## src/sv/hop_pkg.sv

```systemverilog
package hop_pkg;

    localparam int CFG_INDEX_W = 2;
    localparam int CFG_DATA_W  = 64;

    typedef enum logic [CFG_INDEX_W-1:0] {
        REG_RUN_ID_HIGH = 2'd0,
        REG_RUN_ID_LOW  = 2'd1,
        REG_FRAME_COUNT = 2'd2
    } hop_reg_idx_t;

    typedef struct packed {
        logic [63:0] run_id_high;
        logic [63:0] run_id_low;
        logic [7:0]  frame_count;
    } hop_cfg_t;

    localparam logic [23:0] COLOR_BACK  = 24'h102030;
    localparam logic [23:0] COLOR_TEXT  = 24'hffffff;
    localparam logic [23:0] COLOR_BLOCK = 24'h00ff80;

    // Text geometry: digits are 36x60 on a pitch of 60 pixels.
    localparam logic [10:0] TEXT_X0       = 11'd60;
    localparam logic [10:0] TEXT_SPAN     = 11'd960;
    localparam logic [5:0]  CELL_W        = 6'd36;
    localparam logic [5:0]  FONT_SCALE    = 6'd12;
    localparam logic [9:0]  TEXT_PITCH    = 10'd60;
    // Reciprocal of the pitch in 16-bit fixed point, exact below TEXT_SPAN.
    localparam logic [19:0] PITCH_RECIP   = 20'd1093;
    localparam logic [11:0] ROW0_Y0       = 12'd240;
    localparam logic [11:0] ROW1_Y0       = 12'd336;
    localparam logic [11:0] COUNTER_Y0    = 12'd500;
    localparam logic [11:0] CELL_H        = 12'd60;

    localparam logic [11:0] BLOCK_Y0   = 12'd700;
    localparam logic [11:0] BLOCK_Y1   = 12'd850;
    localparam logic [15:0] BLOCK_X0   = 16'd60;
    localparam logic [15:0] BLOCK_X1   = 16'd120;
    localparam logic [14:0] BLOCK_STEP = 15'd80;

    function automatic logic [14:0] glyph_bits(input logic [3:0] nib);
        logic [15:0] g;
        case (nib)
            4'h0: g = 16'h7b6f;
            4'h1: g = 16'h2492;
            4'h2: g = 16'h73e7;
            4'h3: g = 16'h73cf;
            4'h4: g = 16'h5bc9;
            4'h5: g = 16'h79cf;
            4'h6: g = 16'h79ef;
            4'h7: g = 16'h7249;
            4'h8: g = 16'h7bef;
            4'h9: g = 16'h7bcf;
            4'ha: g = 16'h7bed;
            4'hb: g = 16'h6bae;
            4'hc: g = 16'h7927;
            4'hd: g = 16'h6b6e;
            4'he: g = 16'h79e7;
            default: g = 16'h79e4;
        endcase
        return g[14:0];
    endfunction

endpackage

```

## src/sv/hop_coord_if.sv

```systemverilog
interface hop_coord_if;
    logic        valid;
    logic        ready;
    logic [10:0] pixel_x;
    logic [11:0] pixel_y;

    modport source (output valid, output pixel_x, output pixel_y, input ready);
    modport sink (input valid, input pixel_x, input pixel_y, output ready);
endinterface

```

## src/sv/hop_color_if.sv

```systemverilog
interface hop_color_if;
    logic        valid;
    logic        ready;
    logic [23:0] pixel_color;

    modport source (output valid, output pixel_color, input ready);
    modport sink (input valid, input pixel_color, output ready);
endinterface

```

## src/sv/hex_overlay_pattern_generator.sv

```systemverilog
// Each accepted coordinate is registered in the first stage, and its colour is
// registered in the second stage and offered from there.
// Throughput: one pixel per cycle while the colour output is not stalled, set by the
// coordinate register feeding the colour register through a single pass of shading logic.
// Reset: asynchronous and active low; it empties both stages and clears the
// run identifier and the frame count to zero.
module hex_overlay_pattern_generator #(
    parameter int IMAGE_WIDTH  = 1080,
    parameter int IMAGE_HEIGHT = 2340
) (
    input  logic                            clk,
    input  logic                            rst_n,
    input  logic                            cfg_we,
    input  logic [hop_pkg::CFG_INDEX_W-1:0] cfg_index,
    input  logic [hop_pkg::CFG_DATA_W-1:0]  cfg_data,
    hop_coord_if.sink                       coord,
    hop_color_if.source                     color
);
    import hop_pkg::*;

    hop_cfg_t    cfg;
    logic        s1_valid_reg;
    logic [10:0] x_reg;
    logic [11:0] y_reg;
    logic        out_valid_reg;
    logic [23:0] color_reg;
    logic [23:0] color_next;
    logic        advance;
    logic        take;

    hop_cfg_regs u_cfg (
        .clk       (clk),
        .rst_n     (rst_n),
        .cfg_we    (cfg_we),
        .cfg_index (cfg_index),
        .cfg_data  (cfg_data),
        .cfg       (cfg)
    );

    hop_pixel_shade #(
        .IMAGE_WIDTH  (IMAGE_WIDTH),
        .IMAGE_HEIGHT (IMAGE_HEIGHT)
    ) u_shade (
        .pixel_x     (x_reg),
        .pixel_y     (y_reg),
        .cfg         (cfg),
        .pixel_color (color_next)
    );

    // The colour register moves whenever it is empty or its transfer completes.
    assign advance     = !out_valid_reg || color.ready;
    assign coord.ready = !s1_valid_reg || advance;
    assign take        = coord.valid && coord.ready;

    always_ff @(posedge clk or negedge rst_n)
    begin
        if (!rst_n)
        begin
            s1_valid_reg  <= 1'b0;
            out_valid_reg <= 1'b0;
        end
        else
        begin
            if (coord.ready)
                s1_valid_reg <= coord.valid;
            if (advance)
                out_valid_reg <= s1_valid_reg;
        end
    end

    always_ff @(posedge clk)
    begin
        if (take)
        begin
            x_reg <= coord.pixel_x;
            y_reg <= coord.pixel_y;
        end
        if (advance && s1_valid_reg)
            color_reg <= color_next;
    end

    assign color.valid       = out_valid_reg;
    assign color.pixel_color = color_reg;

    a_take_lands: assert property (@(posedge clk) disable iff (!rst_n)
        take |=> s1_valid_reg)
        else $error("accepted coordinate did not reach the first stage");

    a_stall_holds: assert property (@(posedge clk) disable iff (!rst_n)
        (s1_valid_reg && out_valid_reg && !color.ready) |=> (s1_valid_reg && $stable(x_reg)
            && $stable(y_reg)))
        else $error("pending coordinate lost during an output stall");

    a_no_repeat: assert property (@(posedge clk) disable iff (!rst_n)
        (color.valid && color.ready && !s1_valid_reg) |=> !color.valid)
        else $error("colour offered again without a new coordinate");

endmodule

```

## src/sv/hop_cfg_regs.sv

```systemverilog
module hop_cfg_regs (
    input  logic                           clk,
    input  logic                           rst_n,
    input  logic                           cfg_we,
    input  logic [hop_pkg::CFG_INDEX_W-1:0] cfg_index,
    input  logic [hop_pkg::CFG_DATA_W-1:0]  cfg_data,
    output hop_pkg::hop_cfg_t              cfg
);
    import hop_pkg::*;

    hop_cfg_t cfg_reg;
    hop_cfg_t cfg_next;

    always_comb
    begin
        cfg_next = cfg_reg;
        if (cfg_we)
        begin
            case (hop_reg_idx_t'(cfg_index))
                REG_RUN_ID_HIGH: cfg_next.run_id_high = cfg_data;
                REG_RUN_ID_LOW:  cfg_next.run_id_low  = cfg_data;
                REG_FRAME_COUNT: cfg_next.frame_count = cfg_data[7:0];
                default: ;
            endcase
        end
    end

    always_ff @(posedge clk or negedge rst_n)
    begin
        if (!rst_n)
        begin
            cfg_reg <= '0;
        end
        else
        begin
            cfg_reg <= cfg_next;
        end
    end

    assign cfg = cfg_reg;

endmodule

```

## src/sv/hop_pixel_shade.sv

```systemverilog
module hop_pixel_shade #(
    parameter int IMAGE_WIDTH  = 1080,
    parameter int IMAGE_HEIGHT = 2340
) (
    input  logic [10:0]       pixel_x,
    input  logic [11:0]       pixel_y,
    input  hop_pkg::hop_cfg_t cfg,
    output logic [23:0]       pixel_color
);
    import hop_pkg::*;

    localparam logic [12:0] WIDTH_LIM  = 13'(IMAGE_WIDTH);
    localparam logic [12:0] HEIGHT_LIM = 13'(IMAGE_HEIGHT);

    logic        in_image;
    logic [10:0] x_off;
    logic        span_ok;
    logic [19:0] prod;
    logic [3:0]  k;
    logic [9:0]  dx_full;
    logic [5:0]  dx;
    logic [1:0]  col;
    logic        row0;
    logic        row1;
    logic        ctr;
    logic [11:0] dy_full;
    logic [5:0]  dy;
    logic [2:0]  row;
    logic [3:0]  nib;
    logic [3:0]  bit_idx;
    logic [14:0] glyph;
    logic        text_lit;
    logic [14:0] block_off;
    logic [15:0] x_wide;
    logic        block_hit;

    assign in_image = ({2'b00, pixel_x} < WIDTH_LIM) && ({1'b0, pixel_y} < HEIGHT_LIM);

    // Digit column by reciprocal multiplication; the remainder gives the offset in the cell.
    assign x_off   = pixel_x - TEXT_X0;
    assign span_ok = (pixel_x >= TEXT_X0) && (x_off < TEXT_SPAN);
    assign prod    = 20'(x_off[9:0]) * PITCH_RECIP;
    assign k       = prod[19:16];
    assign dx_full = x_off[9:0] - 10'(10'(k) * TEXT_PITCH);
    assign dx      = dx_full[5:0];

    always_comb
    begin
        if (dx >= 6'(2 * FONT_SCALE))
            col = 2'd2;
        else if (dx >= FONT_SCALE)
            col = 2'd1;
        else
            col = 2'd0;
    end

    assign row0 = (pixel_y >= ROW0_Y0) && (pixel_y < ROW0_Y0 + CELL_H);
    assign row1 = (pixel_y >= ROW1_Y0) && (pixel_y < ROW1_Y0 + CELL_H);
    assign ctr  = (pixel_y >= COUNTER_Y0) && (pixel_y < COUNTER_Y0 + CELL_H) && (k < 4'd2);

    always_comb
    begin
        if (row0)
            dy_full = pixel_y - ROW0_Y0;
        else if (row1)
            dy_full = pixel_y - ROW1_Y0;
        else
            dy_full = pixel_y - COUNTER_Y0;
    end
    assign dy = dy_full[5:0];

    always_comb
    begin
        if (dy >= 6'(4 * FONT_SCALE))
            row = 3'd4;
        else if (dy >= 6'(3 * FONT_SCALE))
            row = 3'd3;
        else if (dy >= 6'(2 * FONT_SCALE))
            row = 3'd2;
        else if (dy >= FONT_SCALE)
            row = 3'd1;
        else
            row = 3'd0;
    end

    // The first character of each word sits in its top nibble.
    always_comb
    begin
        if (row0)
            nib = cfg.run_id_high[{~k, 2'b00} +: 4];
        else if (row1)
            nib = cfg.run_id_low[{~k, 2'b00} +: 4];
        else if (k[0])
            nib = cfg.frame_count[3:0];
        else
            nib = cfg.frame_count[7:4];
    end

    assign glyph    = glyph_bits(nib);
    assign bit_idx  = 4'd14 - 4'(4'(row) * 4'd3) - 4'(col);
    assign text_lit = span_ok && (dx < CELL_W) && (row0 || row1 || ctr) && glyph[bit_idx];

    assign block_off = 15'(cfg.frame_count) * BLOCK_STEP;
    assign x_wide    = 16'(pixel_x);
    assign block_hit = (pixel_y >= BLOCK_Y0) && (pixel_y < BLOCK_Y1)
                    && (x_wide >= 16'(block_off) + BLOCK_X0)
                    && (x_wide < 16'(block_off) + BLOCK_X1);

    always_comb
    begin
        if (!in_image)
            pixel_color = COLOR_BACK;
        else if (block_hit)
            pixel_color = COLOR_BLOCK;
        else if (text_lit)
            pixel_color = COLOR_TEXT;
        else
            pixel_color = COLOR_BACK;
    end

endmodule

```

## src/flat_wrapper.sv

```systemverilog
// flat-port wrapper written by rule: the top's interface ports become plain ports
module hex_overlay_pattern_generator_flat import hop_pkg::*;
#(
    parameter int IMAGE_WIDTH  = 1080,
    parameter int IMAGE_HEIGHT = 2340
)
  (clk, rst_n, cfg_we, cfg_index, cfg_data, coord_valid, coord_pixel_x, coord_pixel_y, coord_ready, color_valid, color_pixel_color, color_ready);
  hop_coord_if coord_i ();
  hop_color_if color_i ();
  input  logic clk;
  input  logic rst_n;
  input  logic cfg_we;
  input  logic [hop_pkg::CFG_INDEX_W-1:0] cfg_index;
  input  logic [hop_pkg::CFG_DATA_W-1:0] cfg_data;
  input wire logic [$bits(coord_i.valid)-1:0] coord_valid;
  input wire logic [$bits(coord_i.pixel_x)-1:0] coord_pixel_x;
  input wire logic [$bits(coord_i.pixel_y)-1:0] coord_pixel_y;
  output wire logic [$bits(coord_i.ready)-1:0] coord_ready;
  output wire logic [$bits(color_i.valid)-1:0] color_valid;
  output wire logic [$bits(color_i.pixel_color)-1:0] color_pixel_color;
  input wire logic [$bits(color_i.ready)-1:0] color_ready;
  assign coord_i.valid = coord_valid;
  assign coord_i.pixel_x = coord_pixel_x;
  assign coord_i.pixel_y = coord_pixel_y;
  assign coord_ready = coord_i.ready;
  assign color_valid = color_i.valid;
  assign color_pixel_color = color_i.pixel_color;
  assign color_i.ready = color_ready;
  hex_overlay_pattern_generator #(.IMAGE_WIDTH(IMAGE_WIDTH), .IMAGE_HEIGHT(IMAGE_HEIGHT)) u_core (.clk(clk), .rst_n(rst_n), .cfg_we(cfg_we), .cfg_index(cfg_index), .cfg_data(cfg_data), .coord(coord_i), .color(color_i));
endmodule
```

## config.mk

```make
export PLATFORM = sky130hd
export DESIGN_NAME = hex_overlay_pattern_generator_flat
export DESIGN_NICKNAME = d
export VERILOG_FILES = /design/src/sv/hop_pkg.sv /design/src/sv/hop_coord_if.sv /design/src/sv/hop_color_if.sv /design/src/sv/hex_overlay_pattern_generator.sv /design/src/sv/hop_cfg_regs.sv /design/src/sv/hop_pixel_shade.sv /design/src/flat_wrapper.sv
export SDC_FILE = /design/constraint.sdc
export NUM_CORES = 1
export LEC_CHECK = 0
export BUFFER_PORTS_ARGS = -buffer_cell sky130_fd_sc_hd__buf_2
export CORE_MARGIN = 2
export CORE_UTILIZATION = 45
export DETAILED_ROUTE_END_ITERATION = 12
export PLACE_DENSITY_LB_ADDON = 0.08
export SYNTH_ARGS = -nofsm -noshare
export SYNTH_HDL_FRONTEND = slang
export SYNTH_HIERARCHICAL = 1
export SYNTH_SLANG_ARGS = --single-unit
```

## constraint.sdc

```tcl
create_clock -name clk -period 11.7 [get_ports clk]
set_input_delay 2.34 -clock clk [delete_from_list [all_inputs] [get_ports clk]]
set_output_delay 2.34 -clock clk [all_outputs]
set_load 0.02 [all_outputs]
```

==> results by group <==
Floorplanning
  – Io pins: 120
  – Die extent in y: ~170 um
  – # rows: 59
  – Die area: 27,400 um2
  – Starting density of the core: 45.5%
  – Core ar.: 25,800 um2
  – Die X: ~170 um

Synth
  – Post-synth ARST share: between 70% and 80%
  – Mapped Area: approximately 12,000 um2
  – Yosys cell types: between 90 and 100
  – Top cells by count, synth: 138 x dfrtp_1, 85 x ha_1, 82 x nand2_1
  – Cell with the most instances after synthesis: dfrtp_1
  – FF+latch count, synth: around 190
  – Yosys warns: 6
  – Post-synth top area share: between 20% and 30%
  – Top_reg_cell synth: dfrtp_1
  – Avg Cell Area, Syn: roughly 12 um2
  – EDFF count, synth: between 40 and 50
  – Synth area leader: dfrtp_1
  – Largest cells by area after synthesis: dfrtp_1 29%, edfxtp_1 12%, ha_1 9.1%
  – Seq/Total Area, Yosys: between 40% and 50%
  – Synthesized instance count: around 1,000
  – Syn_nets: 1,192

Clocking
  – Num CTS Buffers: 17
  – Clk_lat worst skew: between 400 and 500 ps
  – Clock Path Buffers: 2
  – Post-CTS Resized: 0
  – Clock-pin transition on the worst setup and hold timing paths: roughly 70 ps
  – CTS tree: done
  – Max H-tree Level: 4
  – Post-CTS setup buffers: 0
  – Hold buffer count at cts: 0
  – Root buffer cell: clkbuf_16
  – # clock sinks: roughly 190

Route
  – Final ANT Viol Nets: 0
  – Final wirelength: 27,400 um
  – Avg WL per Cell: about 19 um
  – Starting DRT DRC Count: between 400 and 500
  – DRT Pass-1 Iters: 5
  – Via count: between 7,000 and 8,000
  – Via density: ~5.5
  – Remaining DRCs: 0

Placed design
  – Dpl hpwl: around 20,000 um
  – Gpl congestion: 0.820
  – Dpl cells: about 1,400
  – Place WS: around 2100 ps
  – Port bufs: 119

Worst setup path
  – Reg2reg start: u_core/x_reg[2]
  – Worst EP required: ~12,000 ps
  – Largest stage delay on the critical path: 790 ps
  – Worst setup startpoint: u_core/x_reg[2]
  – Flop2flop setup slack: about 2000 ps
  – WP data arrival: 9780 ps
  – Startpoint types: flop
  – CP max-delay cell: fa_1
  – Crit path max fanout: 36
  – Critical path endpoint category: flop
  – Kind of critical path: reg2reg

STA
  – Final WS setup: about 2000 ps
  – Unrepaired setup endpoints after global routing: false
  – Final count of hold timing violations: 0
  – Fmax: 0.103 GHz
  – Worst Tran Pin Value: a little under 1000 ps
  – Setup violators final: 0
  – Final period util: around 83%
  – Final min period: a little under 10,000 ps
  – Final TNS setup: 0 ps
  – Relative slew slack: around a third
  – Count of pins over their slew limit: 0
  – Setup Skew: 15.1 ps

Final layout
  – Max reg flops: 136
  – Area Growth Syn to Fin: 10.5%
  – Ratio of cells with drive above 1 in the final layout: between 20% and 30%
  – Cell Count, Final, Fillers Out: between 1,000 and 1,500
  – Nets: between 1,000 and 1,500
  – Antenna cell count: 0
  – Fillers: between 2,000 and 2,500

Worst hold path
  – Hold WC Path Type: reg2reg
  – Hold Crit Start: u_core/u_cfg/cfg[77]

Power
  – LEAKAGE: 5.88 nW
  – Power density over the cells: between 200 and 250 nW/um2
  – Worst VDD drop: roughly 0.00019 V

Global routing
  – Initial antenna violation count: 1
  – Vias in the first global route: between 7,000 and 8,000
  – Largest net degree at the start of global routing: 86
  – Gr usage total: 20.6%
  – Global-route wire length before repair: 43,000 um
  – Grt ovf: 0

Status
  – Run status: finished clean

Flow run
  – Max-cap violation count: 0
logic make-up (layout without fill, tap and decap cells):
| group | count (synthesis) | after routing | synth area share, % |
|---|---|---|---|
| fa+ha+maj | 97 | 97 | 11.1 |
| mux | 164 | 164 | 17.7 |
| flops | 185 | 185 | 41.4 |
| simple gates | 222 | 222 | 10.2 |
| compound gates | 185 | 185 | 11.0 |
| buf+inv | 113 | 212 | 5.73 |
| other cells | 1 | 1 | 0.0319 |
| xor+xnor | 34 | 34 | 2.79 |
per-layer routing:
metal / up-vias / part of all wire [%] / global-route usage, %
met4: 2 / 1.5 / 5.49
li1: 3813 / - / -
met5: - / 0.040 / 0
met2: 188 / 47 / 33.2
met1: 3919 / 48 / 29.2
met3: 28 / 4.0 / 3.00
stage by stage:
stage	power [mW]	cell area [um2]	hold WS, ps	utilization [%]
finish	3.04	13000	490	50.2
global route	3.27	13000	501	50.2
CTS	3.05	13000	492	50.2
detailed placement	2.46	12400	475	47.9
global placement	2.45	12400	465	47.9
floorplan	2.11	11700	452	-
cells in the final DEF (no fill, tap or decap), types with 17 or more instances in the layout:
master     netlist  layout
nand3_1         17      17
dfrtp_1        138     138
ha_1            85      85
o21ai_0         23      23
buf_2           10     118
clkbuf_16        0      17
edfxtp_1        47      47
mux2_2          69      69
nand2_1         82      82
nor2_1          24      24
mux2i_1         20      20
inv_1           48      48
mux2_4          61      61
xnor2_1         20      20
a21oi_1         58      58
report_power, final:
group / internal, mW / switching (mW) / total [mW]
clock: 0.289 / 0.292 / 0.581
sequential: 0.765 / 0.0673 / 0.832
combinational: 0.681 / 0.946 / 1.63
layout make-up:
| cell class | instances | area (um2) | area share (%) |
|---|---|---|---|
| Clock buffer | 17 | 425 | 3.28 |
| Clock inverter | 15 | 179 | 1.38 |
| Inverter | 50 | 188 | 1.45 |
| Multi-Input combinational cell | 703 | 6210 | 47.9 |
| Sequential cell | 185 | 4860 | 37.5 |
| Tap cell | 335 | 419 | 3.23 |
| Timing Repair Buffer | 130 | 684 | 5.27 |
critical path: cells and delay by family (launching register included):
| family | cells | cell delay (ps) |
|---|---|---|
| xor gates and xnor gates | 5 | 1200 |
| and+or+nand+nor | 3 | 620 |
| AOI/OAI and AO/OA | 10 | 2020 |
| adders and majority gates | 9 | 3490 |
| buffers and inverters | 8 | 1370 |
| DFF | 1 | 580 |
worst paths after layout:
| path | endpoint | depth (start not counted) |
|---|---|---|
| min in group asynchronous | u_core/color.valid | 1 |
| setup reg to reg | u_core/color.pixel_color[6] | 35 |
| setup / recovery | u_core/color.pixel_color[6] | 35 |
| max in group asynchronous | u_core/u_cfg/cfg[16] | 2 |
| hold / removal | u_core/u_cfg/cfg[77] | 1 |
| hold reg to reg | u_core/u_cfg/cfg[77] | 1 |
Note: power is estimated with default switching activity, not from simulation.
